<file path="config.mk">
export PLATFORM = sky130hd
export DESIGN_NAME = three_axis_step_pulse_generator
export DESIGN_NICKNAME = d
export VERILOG_FILES = /design/src/hw/rtl/tasp_pkg.sv /design/src/hw/rtl/tasp_ctrl.sv /design/src/hw/rtl/tasp_datapath.sv /design/src/hw/rtl/three_axis_step_pulse_generator.sv
export SDC_FILE = /design/constraint.sdc
export NUM_CORES = 1
export LEC_CHECK = 0
export BUFFER_PORTS_ARGS = -buffer_cell sky130_fd_sc_hd__buf_2
export CORE_MARGIN = 3
export CORE_UTILIZATION = 50
export DETAILED_ROUTE_END_ITERATION = 10
export PLACE_DENSITY = 0.66
export SKIP_LAST_GASP = 1
export SLEW_MARGIN = 20
export SYNTH_ARGS = -nofsm -noshare
export SYNTH_HDL_FRONTEND = slang
export SYNTH_SLANG_ARGS = --single-unit
</file>
<file path="constraint.sdc">
create_clock -name clk -period 5.9 [get_ports clk]
set_input_delay 0.885 -clock clk [delete_from_list [all_inputs] [get_ports clk]]
set_output_delay 0.885 -clock clk [all_outputs]
set_load 0.005 [all_outputs]
</file>
<file path="src/hw/rtl/tasp_pkg.sv">
// ---------------------------------------------------------------------------
// tasp_pkg
// Shared constants and controller/datapath interface types.
// ---------------------------------------------------------------------------
package tasp_pkg;

    localparam int TIME_BITS  = 32;
    localparam int STEP_BITS  = 16;
    localparam int AXES       = 3;
    localparam int SPEED_BITS = 15;

    localparam int AXIS_W   = (AXES > 1) ? $clog2(AXES) : 1;
    localparam int BIT_W    = $clog2(TIME_BITS);
    localparam int CMP_BITS = (STEP_BITS > SPEED_BITS) ? STEP_BITS : SPEED_BITS;

    localparam int IN_TDATA_W  = ((AXES * STEP_BITS + 7) / 8) * 8;
    localparam int OUT_FIELDS  = 3 * AXES;
    localparam int OUT_TDATA_W = ((OUT_FIELDS + 7) / 8) * 8;

    localparam logic [SPEED_BITS-1:0] SPEED_LIMIT_RESET = SPEED_BITS'(2000);

    // input op codes, carried on s_axis_tuser
    localparam logic OP_TICK    = 1'b0;
    localparam logic OP_COMMAND = 1'b1;

    typedef struct packed {
        logic              load_tick;
        logic              load_cmd;
        logic              tick_axes;
        logic              div_load;
        logic              div_step;
        logic              div_write;
        logic [AXIS_W-1:0] axis;
        logic              out_load;
    } tasp_cmd_t;

    typedef struct packed {
        logic out_free;
    } tasp_stat_t;

endpackage

</file>
<file path="src/hw/rtl/tasp_ctrl.sv">
// ---------------------------------------------------------------------------
// tasp_ctrl
// Sequencer: tick update, per-axis period division, result hand-off.
// ---------------------------------------------------------------------------
module tasp_ctrl import tasp_pkg::*;
(
    input  logic       clk,
    input  logic       rst_n,
    input  logic       in_valid,
    input  logic       in_op,
    input  tasp_stat_t stat,
    output logic       in_ready,
    output tasp_cmd_t  cmd
);

    localparam logic [2:0] ST_IDLE  = 3'd0;
    localparam logic [2:0] ST_TICK  = 3'd1;
    localparam logic [2:0] ST_LOAD  = 3'd2;
    localparam logic [2:0] ST_DIV   = 3'd3;
    localparam logic [2:0] ST_WRITE = 3'd4;
    localparam logic [2:0] ST_DONE  = 3'd5;

    logic [2:0]        state_reg, state_next;
    logic [AXIS_W-1:0] axis_reg, axis_next;
    logic [BIT_W-1:0]  bit_reg, bit_next;

    always_comb
    begin
        state_next = state_reg;
        axis_next  = axis_reg;
        bit_next   = bit_reg;
        cmd        = '0;
        cmd.axis   = axis_reg;
        in_ready   = (state_reg == ST_IDLE);
        unique case (state_reg)
            ST_IDLE:
            begin
                if (in_valid)
                begin
                    if (in_op == OP_COMMAND)
                    begin
                        cmd.load_cmd = 1'b1;
                        axis_next    = '0;
                        state_next   = ST_LOAD;
                    end
                    else
                    begin
                        cmd.load_tick = 1'b1;
                        state_next    = ST_TICK;
                    end
                end
            end
            ST_TICK:
            begin
                cmd.tick_axes = 1'b1;
                state_next    = ST_DONE;
            end
            ST_LOAD:
            begin
                cmd.div_load = 1'b1;
                bit_next     = '0;
                state_next   = ST_DIV;
            end
            ST_DIV:
            begin
                cmd.div_step = 1'b1;
                if (bit_reg == BIT_W'(TIME_BITS - 1))
                    state_next = ST_WRITE;
                else
                    bit_next = bit_reg + 1'b1;
            end
            ST_WRITE:
            begin
                cmd.div_write = 1'b1;
                if (axis_reg == AXIS_W'(AXES - 1))
                    state_next = ST_DONE;
                else
                begin
                    axis_next  = axis_reg + 1'b1;
                    state_next = ST_LOAD;
                end
            end
            ST_DONE:
            begin
                if (stat.out_free)
                begin
                    cmd.out_load = 1'b1;
                    state_next   = ST_IDLE;
                end
            end
            default:
            begin
                state_next = ST_IDLE;
            end
        endcase
    end

    always_ff @(posedge clk or negedge rst_n)
    begin
        if (!rst_n)
        begin
            state_reg <= ST_IDLE;
            axis_reg  <= '0;
            bit_reg   <= '0;
        end
        else
        begin
            state_reg <= state_next;
            axis_reg  <= axis_next;
            bit_reg   <= bit_next;
        end
    end

endmodule

</file>
<file path="src/hw/rtl/tasp_datapath.sv">
// ---------------------------------------------------------------------------
// tasp_datapath
// Axis state, elapsed/frame timers, shared restoring divider, result register.
// ---------------------------------------------------------------------------
module tasp_datapath import tasp_pkg::*;
(
    input  logic                        clk,
    input  logic                        rst_n,
    input  tasp_cmd_t                   cmd,
    input  logic [AXES*STEP_BITS-1:0]   in_steps,
    input  logic                        cfg_we,
    input  logic [SPEED_BITS-1:0]       cfg_wdata,
    input  logic                        out_ready,
    output tasp_stat_t                  stat,
    output logic                        out_valid,
    output logic [OUT_TDATA_W-1:0]      out_data
);

    logic [SPEED_BITS-1:0] speed_limit_reg, speed_limit_next;
    logic [TIME_BITS-1:0]  elapsed_reg, elapsed_next;
    logic [TIME_BITS-1:0]  frame_reg, frame_next;
    logic [TIME_BITS-1:0]  period_reg [AXES];
    logic [TIME_BITS-1:0]  period_next [AXES];
    logic [TIME_BITS-1:0]  phase_reg [AXES];
    logic [TIME_BITS-1:0]  phase_next [AXES];
    logic [AXES-1:0]       level_reg, level_next;
    logic [AXES-1:0]       dir_reg, dir_next;
    logic [AXES-1:0]       run_reg, run_next;
    logic [SPEED_BITS-1:0] mag_reg [AXES];
    logic [SPEED_BITS-1:0] mag_next [AXES];
    logic [TIME_BITS-1:0]  quot_reg, quot_next;
    logic [SPEED_BITS-1:0] rem_reg, rem_next;
    logic                  out_valid_reg, out_valid_next;
    logic [OUT_TDATA_W-1:0] out_data_reg, out_data_next;

    // per-axis helpers
    logic [STEP_BITS-1:0]  raw_w   [AXES];
    logic [STEP_BITS-1:0]  abs_w   [AXES];
    logic [SPEED_BITS-1:0] clamp_w [AXES];
    logic [TIME_BITS-1:0]  inc_w   [AXES];
    logic [AXES-1:0]       hit_w;
    logic                  timeout_w;
    logic [SPEED_BITS:0]   shifted_w;
    logic [SPEED_BITS:0]   diff_w;

    always_comb
    begin
        for (int a = 0; a < AXES; a++)
        begin
            raw_w[a] = in_steps[a*STEP_BITS +: STEP_BITS];
            abs_w[a] = raw_w[a][STEP_BITS-1] ? (STEP_BITS'(0) - raw_w[a]) : raw_w[a];
            if (CMP_BITS'(abs_w[a]) > CMP_BITS'(speed_limit_reg))
                clamp_w[a] = speed_limit_reg;
            else
                clamp_w[a] = SPEED_BITS'(abs_w[a]);
            inc_w[a] = phase_reg[a] + 1'b1;
            hit_w[a] = (inc_w[a] >= period_reg[a]);
        end
    end

    // elapsed > 2 * frame
    assign timeout_w = ({1'b0, elapsed_reg} > {frame_reg, 1'b0});

    // one restoring divide step
    assign shifted_w = {rem_reg, quot_reg[TIME_BITS-1]};
    assign diff_w    = shifted_w - {1'b0, mag_reg[cmd.axis]};

    always_comb
    begin
        logic stopped;
        stopped          = 1'b0;
        speed_limit_next = speed_limit_reg;
        elapsed_next     = elapsed_reg;
        frame_next       = frame_reg;
        period_next      = period_reg;
        phase_next       = phase_reg;
        level_next       = level_reg;
        dir_next         = dir_reg;
        run_next         = run_reg;
        mag_next         = mag_reg;
        quot_next        = quot_reg;
        rem_next         = rem_reg;

        if (cfg_we)
            speed_limit_next = cfg_wdata;

        if (cmd.load_tick)
        begin
            if (elapsed_reg != '1)
                elapsed_next = elapsed_reg + 1'b1;
        end

        if (cmd.load_cmd)
        begin
            frame_next   = elapsed_reg;
            elapsed_next = '0;
            for (int a = 0; a < AXES; a++)
            begin
                dir_next[a]   = raw_w[a][STEP_BITS-1];
                mag_next[a]   = clamp_w[a];
                run_next[a]   = (clamp_w[a] != '0);
                phase_next[a] = '0;
            end
        end

        // axes in order; the first toggle that finds a timeout stops all axes, later ones skip the tick
        if (cmd.tick_axes)
        begin
            for (int a = 0; a < AXES; a++)
            begin
                if (run_reg[a] && !stopped)
                begin
                    phase_next[a] = hit_w[a] ? '0 : inc_w[a];
                    if (hit_w[a])
                    begin
                        level_next[a] = ~level_reg[a];
                        if (timeout_w)
                            stopped = 1'b1;
                    end
                end
            end
            if (stopped)
                run_next = '0;
        end

        if (cmd.div_load)
        begin
            quot_next = frame_reg;
            rem_next  = '0;
        end

        if (cmd.div_step)
        begin
            if (!diff_w[SPEED_BITS])
            begin
                rem_next  = diff_w[SPEED_BITS-1:0];
                quot_next = {quot_reg[TIME_BITS-2:0], 1'b1};
            end
            else
            begin
                rem_next  = shifted_w[SPEED_BITS-1:0];
                quot_next = {quot_reg[TIME_BITS-2:0], 1'b0};
            end
        end

        if (cmd.div_write)
            period_next[cmd.axis] = (quot_reg == '0) ? TIME_BITS'(1) : quot_reg;
    end

    always_comb
    begin
        out_valid_next = out_valid_reg;
        out_data_next  = out_data_reg;
        if (cmd.out_load)
        begin
            out_valid_next = 1'b1;
            out_data_next  = OUT_TDATA_W'({run_reg, dir_reg, level_reg});
        end
        else if (out_ready)
            out_valid_next = 1'b0;
    end

    always_ff @(posedge clk or negedge rst_n)
    begin
        if (!rst_n)
        begin
            speed_limit_reg <= SPEED_LIMIT_RESET;
            elapsed_reg     <= '0;
            frame_reg       <= '0;
            level_reg       <= '0;
            dir_reg         <= '0;
            run_reg         <= '0;
            out_valid_reg   <= 1'b0;
            for (int a = 0; a < AXES; a++)
            begin
                period_reg[a] <= '0;
                phase_reg[a]  <= '0;
            end
        end
        else
        begin
            speed_limit_reg <= speed_limit_next;
            elapsed_reg     <= elapsed_next;
            frame_reg       <= frame_next;
            level_reg       <= level_next;
            dir_reg         <= dir_next;
            run_reg         <= run_next;
            out_valid_reg   <= out_valid_next;
            period_reg      <= period_next;
            phase_reg       <= phase_next;
        end
    end

    // payload, no reset
    always_ff @(posedge clk)
    begin
        mag_reg      <= mag_next;
        quot_reg     <= quot_next;
        rem_reg      <= rem_next;
        out_data_reg <= out_data_next;
    end

    assign stat.out_free = !out_valid_reg || out_ready;
    assign out_valid     = out_valid_reg;
    assign out_data      = out_data_reg;

endmodule

</file>
<file path="src/hw/rtl/three_axis_step_pulse_generator.sv">
// ---------------------------------------------------------------------------
// three_axis_step_pulse_generator
// Step/direction pulse generator for three axes, one result per input transfer.
// ---------------------------------------------------------------------------
// Each input transfer is either a one-microsecond tick (tuser = 0) or a step
// command (tuser = 1) carrying signed step counts for x, y and z. A command
// latches the ticks counted since the previous command as the frame length,
// sets each direction pin from the sign, clamps the magnitude to speed_limit
// and starts every axis with a nonzero magnitude at a toggle period of
// max(1, frame / magnitude); zero-step axes stop. On a tick every running axis
// advances its phase counter and toggles its step pin when the period is
// reached; a toggle that finds more than twice the frame length gone since the
// command stops all axes (axes evaluated x, y, z). Every transfer returns the
// pin levels after it.
// A tick passes through the tick and done states; a command loads, divides
// and writes each axis period in turn on the single shared restoring divider,
// one quotient bit per cycle (32 steps plus load and write per axis). A result
// sits in the output register until taken; the block accepts the next transfer
// meanwhile and holds the following result until the register frees up.
// speed_limit resets to 2000 and is written through the cfg channel (always
// ready); the user writes it only while the block is idle, as it is not enforced.
// ---------------------------------------------------------------------------
module three_axis_step_pulse_generator import tasp_pkg::*;
(
    input  logic                   clk,
    input  logic                   rst_n,
    // input stream
    input  logic                   s_axis_tvalid,
    output logic                   s_axis_tready,
    input  logic [IN_TDATA_W-1:0]  s_axis_tdata,   // steps_x, steps_y, steps_z
    input  logic                   s_axis_tuser,   // op
    // result stream
    output logic                   m_axis_tvalid,
    input  logic                   m_axis_tready,
    output logic [OUT_TDATA_W-1:0] m_axis_tdata,   // step_x/y/z, dir_x/y/z, run_x/y/z, pad
    // speed_limit write
    input  logic                   cfg_valid,
    output logic                   cfg_ready,
    input  logic [SPEED_BITS-1:0]  cfg_data
);

    tasp_cmd_t  cmd;
    tasp_stat_t stat;

    // register write never stalls
    assign cfg_ready = 1'b1;

    tasp_ctrl u_ctrl
    (
        .clk      (clk),
        .rst_n    (rst_n),
        .in_valid (s_axis_tvalid),
        .in_op    (s_axis_tuser),
        .stat     (stat),
        .in_ready (s_axis_tready),
        .cmd      (cmd)
    );

    tasp_datapath u_datapath
    (
        .clk       (clk),
        .rst_n     (rst_n),
        .cmd       (cmd),
        .in_steps  (s_axis_tdata[AXES*STEP_BITS-1:0]),
        .cfg_we    (cfg_valid && cfg_ready),
        .cfg_wdata (cfg_data),
        .out_ready (m_axis_tready),
        .stat      (stat),
        .out_valid (m_axis_tvalid),
        .out_data  (m_axis_tdata)
    );

endmodule

</file>
==> metrics <==
Post-CTS Setup Inserts=0; Logic pwr share=40.2%; gr usage total=24.8%; Final Hold Fails=0; Cell Area, Placed=0.0249 mm2; Max IR drop VDD=0.247 mV; drt pass-1 iters=5; Sink Count=392; DRC Markers=0; CP startpoint kind=flip-flop; cells resized by post-CTS repair=0; Buf/Inv on CP=2; fin crit period=5.36 ns; WS Path Type=reg -> reg; Design Area, Final=0.0264 mm2; Period Utilization, post-route=90.9%; area delta synth->final=9.95%; max incr delay on CP=0.62 ns; Max-slew headroom=30.7%; pre-CTS WS=0.698 ns; PortBufs=79; DIE WIDTH=225 um; area share of the largest cell type after synthesis=29.7%; nets@finish=2,965; chip height=225 um; Worst R2R Setup Slack=0.54 ns; min setup slack post-route=0.538 ns; Worst Path Required=6.35 ns; Worst-Margin Slew=1.04 ns; first-pass GRT wire length=100 mm; final cell count without fillers=3,337; Main synth FF type=dfrtp_1; most frequent cells in the layout=431 x nand2_1, 294 x o21ai_0, 285 x dfrtp_1; Skew-Pair Late Insertion Delay=0.58 ns; TritonCTS Buffers=44; hpwl dp=44.9 mm; Post-Syn Area=0.0240 mm2; Synth area leaders=dfrtp_1 30%, edfxtp_1 13%, ha_1 10%, nand2_1 6.8%, o21ai_0 6.1%; Hold Path Class=in -> async; FP Rows=79; CP max FO=23; Via Count=19,300; number of diodes=0; Post-synth EDFFs=101; Avg WL per Cell=18.7 um; Cell Int Power=7.21 mW; DRT antenna net count=0; Yosys Warn Count=0; Crit-path slowest cell=nor4_1; CTS Root Cell=clkbuf_16; GPL Wtd Cong=0.864; clock skew=0.0161 ns; CTS tree=done; average cell area after synthesis=9.04 um2; leading area contributor after synthesis=dfrtp_1; clock-pin slew on the worst setup and hold paths=0.06 ns; Seq/Total Area, Yosys=43.0%; final setup vio count=0; layout cells sized above 1=7.73%; CTS Buffer Depth=3; Starting Density=51.2%; routed vias/inst=5.79; Cells after DPL=3,257; Remaining Overflow, GRT=0; initial DRC count=1,326; r2r worst-path depth=17; # IOs=88; status=completed; Sequential Power Share=36.7%; Post-Synthesis Cells=2,658; leak pwr=11.8 nW; initial antenna violation count=1; routed wire length=62.4 mm; fill count=4,154; core box area=0.0470 mm2; #FFs+latches synth=392; commonest non-fill, non-tap cell in the layout=nand2_1; total of max-cap violations=0; area of the die=0.0507 mm2; cell-by-cell trace of the critical path=ha_1 -> and4_1 -> nand4_1 -> nor4_1 -> and2_1 -> nand3_1 -> xnor2_1 -> ha_1 -> and4_1 -> a221oi_1 -> o22ai_1 -> a41oi_1 -> a211oi_1 -> buf_4 -> or2_1 -> buf_4 -> a31o_2; Sw Share=41.1%; vias in the first global route=19,000; RSZ-0062 raised after global routing=no; PD cells=463 mW/mm2; Worst R2R Start=u_datapath.phase_reg[64]; Sum Neg Setup Slack=0 ns; CTS H-tree lvls=2; largest net degree at the start of global routing=122; Crit path arrival time=5.81 ns; R2R Path End=u_datapath.phase_reg[7]; Crit. End Element=flip-flop; clock power share=23.1%; switching power=5.02 mW; Pwr Total=12.2 mW; Pins Over Slew Limit=0; asr flop ratio synth=74.2%; f_max=0.187 GHz; library cells used by synthesis=81; Top delay family on crit path=simple AND/OR/NAND/NOR gates; hold buffers post-CTS=0
how the worst max path moves through the flow:
stage	to	depth (start not counted)	start
final	u_datapath.phase_reg[7]	17	u_datapath.phase_reg[64]
after global placement	u_datapath.phase_reg[7]	19	u_datapath.phase_reg[32]
after detailed placement	u_datapath.phase_reg[7]	18	u_datapath.phase_reg[32]
after CTS	u_datapath.phase_reg[7]	18	u_datapath.phase_reg[32]
after floorplan	u_datapath.mag_reg[34]	13	s_axis_tdata[8]
after global routing	u_datapath.phase_reg[7]	18	u_datapath.phase_reg[32]
cells in the mapped netlist (25+ instances only):
master / n
a21o_1: 35
a21oi_1: 119
and3_1: 25
clkbuf_1: 94
dfrtp_1: 285
edfxtp_1: 101
ha_1: 199
inv_1: 197
mux2i_1: 40
nand2_1: 432
nand2b_1: 54
nand3_1: 84
nand4_1: 53
nor2_1: 131
nor3_1: 26
nor4_1: 29
o21ai_0: 294
or3_1: 26
xnor2_1: 88
xor2_1: 56
layout make-up:
type | instances | area [um2] | share of cell area [%]
well taps | 607 | 759 | 2.88
flip-flops and latches | 392 | 10300 | 39.1
inverters | 198 | 746 | 2.82
repair buffers | 100 | 576 | 2.18
clock buffers | 63 | 1260 | 4.79
multi-input cells | 1960 | 12500 | 47.5
clock inverters | 17 | 204 | 0.772
routing by layer:
layer / GRT usage, % / routed length [um] / share of wire, %
met5: 0 / 9 / 0.014
met4: 10.8 / 2910 / 4.7
met3: 2.90 / 2940 / 4.7
met2: 43.1 / 30600 / 49
met1: 31.3 / 26000 / 42
logic make-up after synthesis:
family,share of synthesized area (%)
multiplexers,1.95
AND/OR/NAND/NOR,18.9
other,0.0313
AO/OA/AOI/OAI,15.4
XOR/XNOR,5.25
adder cells (fa/ha/maj),10.5
buffers and inverters,5.06
flip-flops,43.0
through the flow:
stage / hold slack (ns) / utilization [%]
detailed placement: 0.442 / 53.1
global placement: 0.434 / 53.1
floorplan: 0.425 / -
finish: 0.258 / 56.2
CTS: 0.264 / 56.2
global route: 0.293 / 56.2
power by group through the flow:
stage,Combinational [mW],Clock [mW],Sequential (mW)
6_report,4.92,2.82,4.49
5_1_grt,5.58,3.00,4.57
4_1_cts,4.91,2.88,4.47
3_5_place_dp,4.88,0,4.51
3_3_place_gp,4.68,0,4.48
2_1_floorplan,3.64,0,4.15
Note: power is estimated with default switching activity, not from simulation.
